**src/sv/rv32ss_ram.sv**
```systemverilog
// Generic single-write, single-read RAM with a registered read port.
// A read at the address being written returns the old contents. No dependencies.
module rv32ss_ram #(
    parameter  int WIDTH = 32,
    parameter  int DEPTH = 32,
    localparam int AW    = $clog2(DEPTH)
) (
    input  logic             i_clk,
    input  logic             i_we,
    input  logic [AW-1:0]    i_waddr,
    input  logic [WIDTH-1:0] i_wdata,
    input  logic             i_re,
    input  logic [AW-1:0]    i_raddr,
    output logic [WIDTH-1:0] o_rdata
);

    logic [WIDTH-1:0] r_mem [DEPTH];
    logic [WIDTH-1:0] r_rdata;

    // write port
    always_ff @(posedge i_clk) begin
        if (i_we) begin
            r_mem[i_waddr] <= i_wdata;
        end
    end

    // registered read port
    always_ff @(posedge i_clk) begin
        if (i_re) begin
            r_rdata <= r_mem[i_raddr];
        end
    end

    assign o_rdata = r_rdata;

endmodule

```
**config.mk**
```make
export PLATFORM = sky130hd
export DESIGN_NAME = rv32ss_ram
export DESIGN_NICKNAME = d
export VERILOG_FILES = /design/src/sv/rv32ss_ram.sv
export SDC_FILE = /design/constraint.sdc
export NUM_CORES = 1
export LEC_CHECK = 0
export BUFFER_PORTS_ARGS = -buffer_cell sky130_fd_sc_hd__buf_2
export CAP_MARGIN = 10
export CORE_ASPECT_RATIO = 1.2
export CORE_MARGIN = 4
export CORE_UTILIZATION = 45
export CTS_CLUSTER_DIAMETER = 200
export CTS_CLUSTER_SIZE = 14
export DETAILED_ROUTE_END_ITERATION = 8
export PLACE_DENSITY = 0.65
export SETUP_SLACK_MARGIN = 0.4
export SLEW_MARGIN = 0
export SYNTH_ARGS = -nofsm -noshare
export SYNTH_HDL_FRONTEND = slang
export SYNTH_SLANG_ARGS = --single-unit
```
**constraint.sdc**
```tcl
create_clock -name i_clk -period 6.4 [get_ports i_clk]
set_input_delay 0.32 -clock i_clk [delete_from_list [all_inputs] [get_ports i_clk]]
set_output_delay 0.32 -clock i_clk [all_outputs]
set_load 0.1 [all_outputs]
```
## After elaboration in Yosys (flattened, before gate mapping)

Memories as Yosys holds them, arrays and structs flattened. A register that Yosys moved wholly into a read port is not among the register bits.
Cells that the tools add are included.

| storage, ports and cells | value |
|---|---|
| flip-flop bits (word level) | 0 |
| RAM bits | 1024 |
| output and inout port bits | 32 |
| logic and storage cells | 3 |
| memories | 1 |

Memory list:

| memory | depth | bits a word | read ports | clocked after memory_dff | write ports | RTL line | text |
|---|---|---|---|---|---|---|---|
| r_mem | 32 | 32 | 1 | 1 | 1 | 17 | `logic [WIDTH-1:0] r_mem [DEPTH];` |

| operators by class | value |
|---|---|
| muxes and demuxes | 2 |

Operators with widths:

| operator | count |
|---|---|
| 1-bit 2-to-1 mux | 2 |

## Logic depth before layout (Yosys ltp)

Gate-level depths: netlist of run 1.

| depth | value |
|---|---|
| depth after elaboration | 2 |
| mapped depth | 8 |
| mapped depth without buffers | 5 |

## Least setup slack after synthesis of run 1

OpenSTA, ideal clock, no wires.

| timing | value |
|---|---|
| kind | input port to flip-flop |
| start point | input i_waddr[1] |
| end point | memory r_mem[12][0], enable pin |
| setup time | 421 ps |
| data arrival time | 2333 ps |
| setup slack | 3646 ps |
| cell stages on the path | 3 |
| buffers on the path | 1 |
| cells stage by stage | or3b_2 > clkbuf_1 > nor2_1 |

RTL lines:

| element | RTL line | text |
|---|---|---|
| start: declaration | 10 | `input logic [AW-1:0] i_waddr,` |
| end: declaration | 17 |  |

Straight into the memory's write port.

==> results.cfg, run 1 <==
[pwr]
ir_drop_mv = 0.1909
p_int_w = 0.01031
seq_power_share = 0.588
totalPowerFinal_w = 0.01319
combPwrFrac = 0.062
p_switching_w = 0.002882
p_leak_nw = 15.31
power_switching_share = 0.2185
p_clk_frac = 0.350
cellPowerDensity_nw_per_um2 = 294.1

[clocking]
clockRootBuffer = clkbuf_16
clock_path_buffers = 3
cts.clk_slew.worst_paths_ns = 0.07
post_cts_resized = 0
clkLatencyLatePin_ns = 0.66
numCtsBuffers = 85
cts_hold_buf = 0
cts_tree = done
h-tree-depth = 3
cts_setup_buffers = 0
clock_sinks = 1056

[floorplanning]
ioPinCount = 77
start_util = 0.4552
dieArea_um2 = 95580
fp.coreArea_um2 = 89640
num_rows = 120
die_w_um = 282.9
die_y_um = 337.9

[sta]
hold_violations = 0
post-route-period-util = 0.3683
finalSetupTns_ns = 0
relSlewSlack = 0.3764
setup_viol_count_final = 0
rsz0062_at_grt = no
fmax_mhz = 424.3
tightestPinTransition_ns = 0.9353
min_period_ns = 2.357
drv_slew = 0
skew_ns = 0.02127

[grt]
grt_antenna_before_repair = 9
gr-total-overflow = 0
grt_pass1_vias = 21170
grt_pass1_wl_um = 144200
grt_max_degree = 129
gr-usage-all-layers = 0.2090

[synthesis]
syn-num-nets = 2305
yosys-top-cells-area = edfxtp_1 78%, mux2i_1 13%, a22oi_1 1.8%, a22o_1 1.4%, nand3_1 1.2%
synth.largest_area_cell = edfxtp_1
netlist_area_um2 = 40810
yosys_warnings = 0
async_flop_share = 0
synth_edf_count = 1056
synthCells = 2260
syn_area_per_cell_um2 = 18.06
ys_seq_elements = 1056
synth_top_area_share = 0.7771
synth_ff_type = edfxtp_1
synth_cell_types = 24
synth_seq_area_share = 0.7771

[min_path]
holdPathEnd = r_mem[30][30]$_DFFE_PP_
hold_start = i_wdata[30]
min_path_type = in2reg
hold_depth = 1

[finish]
fin_cells = 3512
area_growth_pct = 9.925
nNetsFinal = 2390
fin_area_um2 = 44860
drive_gt1_frac = 0.1110
final_cell_mix = 1,056 x edfxtp_1, 512 x mux2i_1, 98 x nand3_1
postLayoutCoreUtil = 0.5004
final_common_cell = edfxtp_1

[detailed_routing]
wl_um = 101100
ant_nets = 0
drc = 0
routedWlPerCell_um = 28.79
vias = 20990
vias_per_cell = 5.978
drt_first_pass_iters = 5
first_iter_violations = 2227

[critical_path]
worstPathArrival_ns = 2.74
cp_top_family = buffers and inverters
r2r_start = r_mem[0][18]$_DFFE_PP_
max_stage_delay_ns = 0.81
r2r_slack_ns = 4.84
worstPathCellList = buf_8, buf_4, mux2i_1, a22o_1, nor3_1, a31oi_1, nand3_1
start_kind = primary input
critPathMaxFanout = 82
worstPathBufferInverterCount = 2
required_ns = 6.78
worst-setup-path-type = in2reg
worst_r2r_path_depth = 5
critPathCaptureType = register
crit_slowest_cell = buf_4
r2r_end = o_rdata[18]$_DFFE_PP_

[place]
gp_congestion = 0.7596
numPortBuffers = 76
dpl.hpwl_um = 48540
dp.cells = 3417
dpl_cell_area_um2 = 42620

[job]
drv_cap = 0

[status]
status = complete, no violations
## logic make-up (layout without fill, tap and decap cells)
kind of cell / after synthesis / count (layout) / share of synthesized area
AO/OA/AOI/OAI: 288 / 288 / 0.04808
buffers and inverters: 127 / 218 / 0.01846
flip-flops: 1056 / 1056 / 0.7771
multiplexers: 512 / 512 / 0.1256
other: 0 / 2 / 0
AND/OR/NAND/NOR: 277 / 277 / 0.03076
## synthesized netlist by cell type, types with 2 or more instances
library cell  instances
a21oi_1              96
buf_4                33
nand2_1              98
nand2b_1              2
a22oi_1              96
clkbuf_1             46
clkbuf_4              2
buf_1                 5
buf_6                15
mux2i_1             512
edfxtp_1           1056
or3b_2                3
buf_2                26
nand3b_1              5
a31oi_1              32
a22o_1               64
nor3_1               32
nand3_1              98
nor2_1               34
## metrics by stage
step                      hold WS (ns)  worst slack (ns)
final                           0.1472             4.043
after floorplan                 0.4189             3.646
after CTS                       0.1051             4.105
after global placement          0.6584             3.532
after detailed placement        0.6612             3.411
after global routing            0.1584             3.950
## worst max-delay path by stage
stage | start | end | slack (ns) | cells past startpoint
2_1_floorplan | i_waddr[1] | r_mem[12][0]$_DFFE_PP_ | 3.65 | 3
3_5_place_dp | i_raddr[0] | o_rdata[24]$_DFFE_PP_ | 3.41 | 7
3_3_place_gp | i_raddr[1] | o_rdata[10]$_DFFE_PP_ | 3.53 | 7
4_1_cts | i_raddr[0] | o_rdata[24]$_DFFE_PP_ | 4.10 | 7
6_report | i_raddr[0] | o_rdata[24]$_DFFE_PP_ | 4.04 | 7
5_1_grt | i_raddr[0] | o_rdata[23]$_DFFE_PP_ | 3.95 | 7
## sequential cells by signal, summed over array words and instances (netlist names)
| name | cells |
|---|---|
| r_mem | 1024 |
| o_rdata | 32 |
## final cells by class
| type | count | area (µm²) |
|---|---|---|
| well taps | 1159 | 1450 |
| clock inverters | 8 | 107.6 |
| diodes | 2 | 5.005 |
| flip-flops and latches | 1056 | 31710 |
| clock buffers | 85 | 2127 |
| repair buffers | 125 | 845.8 |
| multi-input cells | 1077 | 8610 |
| fillers | 7153 | 44780 |
## power by group through the flow
stage | Combinational (W) | Clock, W | Sequential, W
2_1_floorplan | 0.000398 | 0 | 0.00803
3_3_place_gp | 0.000805 | 0 | 0.00790
3_5_place_dp | 0.000821 | 0 | 0.00790
4_1_cts | 0.000822 | 0.00470 | 0.00775
5_1_grt | 0.000868 | 0.00496 | 0.00775
6_report | 0.000821 | 0.00462 | 0.00775
## worst register-to-register path: cells and delay by family, from the launching register on
kind	cells	cell delay, ns
AO/OA/AOI/OAI	2	0.41
flip-flops	1	0.37
multiplexers	1	0.29
AND/OR/NAND/NOR	2	0.22
## layer usage
layer  GRT usage  wire length, µm
met4     0.07922             3501
met3     0.03354             6240
met2      0.3652            51770
met5           0               64
met1      0.2631            39540
No activity file was read; power rests on OpenSTA's default activity.
==> inputs of run 2 (changes only) <==
==> constraint.sdc (replaced) <==
create_clock -name i_clk -period 2.3 [get_ports i_clk]
set_input_delay 0.115 -clock i_clk [delete_from_list [all_inputs] [get_ports i_clk]]
set_output_delay 0.115 -clock i_clk [all_outputs]
set_load 0.1 [all_outputs]
==> results.cfg, run 2 (synthesis results as in run 1) <==
[detailed_routing]
first_iter_violations = 2241
vias = 21410
drc = 0
vias_per_cell = 5.943
ant_nets = 0
routedWlPerCell_um = 28.71
drt_first_pass_iters = 6
wl_um = 103400

[critical_path]
worst-setup-path-type = reg2out
setup.worst_path.end = o_rdata[10]
r2r_start = r_mem[0][16]$_DFFE_PP_
cp_top_family = buffers and inverters
worstPathArrival_ns = 1.59
critPathLaunch = o_rdata[10]$_DFFE_PP_
max_stage_delay_ns = 0.48
worst_r2r_path_depth = 5
critPathMaxFanout = 1
start_kind = register
r2r_slack_ns = 0.86
crit_slowest_cell = buf_2
required_ns = 2.18
worstPathBufferInverterCount = 1
critPathCaptureType = primary output
path_depth = 1
worstPathCellList = buf_2
r2r_end = o_rdata[16]$_DFFE_PP_

[grt]
grt_pass1_wl_um = 147600
gr-usage-all-layers = 0.2140
grt_pass1_vias = 21420
grt_antenna_before_repair = 6
grt_max_degree = 66
gr-total-overflow = 0

[pwr]
ir_drop_mv = 0.5172
cellPowerDensity_nw_per_um2 = 800.4
p_leak_nw = 15.92

[finish]
fillers = 7050
regMostFlops = r_mem
final_common_cell = edfxtp_1
multi_input_area_um2 = 8610
ff_latch_area_um2 = 31710
area_growth_pct = 13.34
drive_gt1_frac = 0.1306
largest_reg_flops = 1024
final_cell_mix = 1,056 x edfxtp_1, 512 x mux2i_1, 98 x nand3_1
nNetsFinal = 2481

[floorplanning]
fp.coreArea_um2 = 89640
die_w_um = 282.9
num_rows = 120
dieArea_um2 = 95580
start_util = 0.4552
die_y_um = 337.9
ioPinCount = 77

[sta]
relSlewSlack = 0.6086
rsz0062_at_grt = no
fmax_mhz = 587.3
fin_ws_ns = 0.5972
min_period_ns = 1.703
tightestPinTransition_ns = 0.5870
setup_viol_count_final = 0
finalSetupTns_ns = 0
hold_violations = 0
drv_slew = 0
skew_ns = 0.02119
post-route-period-util = 0.7404

[clocking]
cts_tree = done
cts.clk_slew.worst_paths_ns = 0.06
h-tree-depth = 3
clock_sinks = 1056
numCtsBuffers = 85
clkLatencyLatePin_ns = 0.64
clock_path_buffers = 3
clockRootBuffer = clkbuf_16

[min_path]
min_path_type = in2reg
hold_start = i_raddr[2]

[place]
numPortBuffers = 76
dpl.hpwl_um = 53220
dpl_worst_slack_ns = 0.3959
gp_congestion = 0.7776

[status]
status = complete, no violations

[job]
drv_cap = 0
-- run 2: cell count changes in the layout (fill, tap and decap cells not counted), sizes merged --
cell	previous run	this run
dlygate4sd3	0	33
clkbuf	85	89
inv	6	2
buf	125	183
diode	2	1
-- run 2: cell type report --
type,instances,share of cell area
antenna,1,0.00005411
clock buffer,89,0.04816
clock inverter,4,0.001082
multi-input combinational,1077,0.1862
sequential,1056,0.6856
tap,1159,0.03135
timing repair buffer,216,0.04756
-- run 2: through the flow --
step                      instance area [µm²]  total power, W  hold slack (ns)  std cells  utilization
after floorplan                         40890         0.02345           0.2139       2260            -
after global placement                  43640         0.02434           0.5653       3475       0.4869
after detailed placement                43640         0.02439           0.5555       3475       0.4869
after CTS                               46250         0.03728           0.1352       3601       0.5159
after global routing                    46250         0.03817           0.1788       3601       0.5159
final                                   46250         0.03702           0.1819       3602       0.5160
-- run 2: what timing repair did --
item                       CTS  global route
hold endpoints to repair  1007             0
resized for setup            0             0
buffers inserted             0             0
hold buffers                33             0
-- run 2: where the power goes --
| group | leakage, nW | internal (W) | total [W] | switching (W) |
|---|---|---|---|---|
| logic | 5.26 | 0.000751 | 0.00246 | 0.00170 |
| clock network | 1.12 | 0.00682 | 0.0130 | 0.00617 |
| registers | 9.54 | 0.0215 | 0.0216 | 0.0000961 |
-- run 2: worst min-delay path by stage --
stage	depth (start not counted)	to
after floorplan	0	r_mem[0][0]$_DFFE_PP_
after global placement	1	o_rdata[15]$_DFFE_PP_
after detailed placement	1	o_rdata[15]$_DFFE_PP_
after CTS	6	o_rdata[13]$_DFFE_PP_
after global routing	6	o_rdata[13]$_DFFE_PP_
final	6	o_rdata[10]$_DFFE_PP_
-- run 2: layer usage --
layer,vias to the layer above,global-route usage,share of wire
li1,9285,-,-
met1,11130,0.2735,0.39
met3,168,0.02927,0.058
met4,4,0.06129,0.025
met5,-,0,0.00026
met2,815,0.3831,0.52
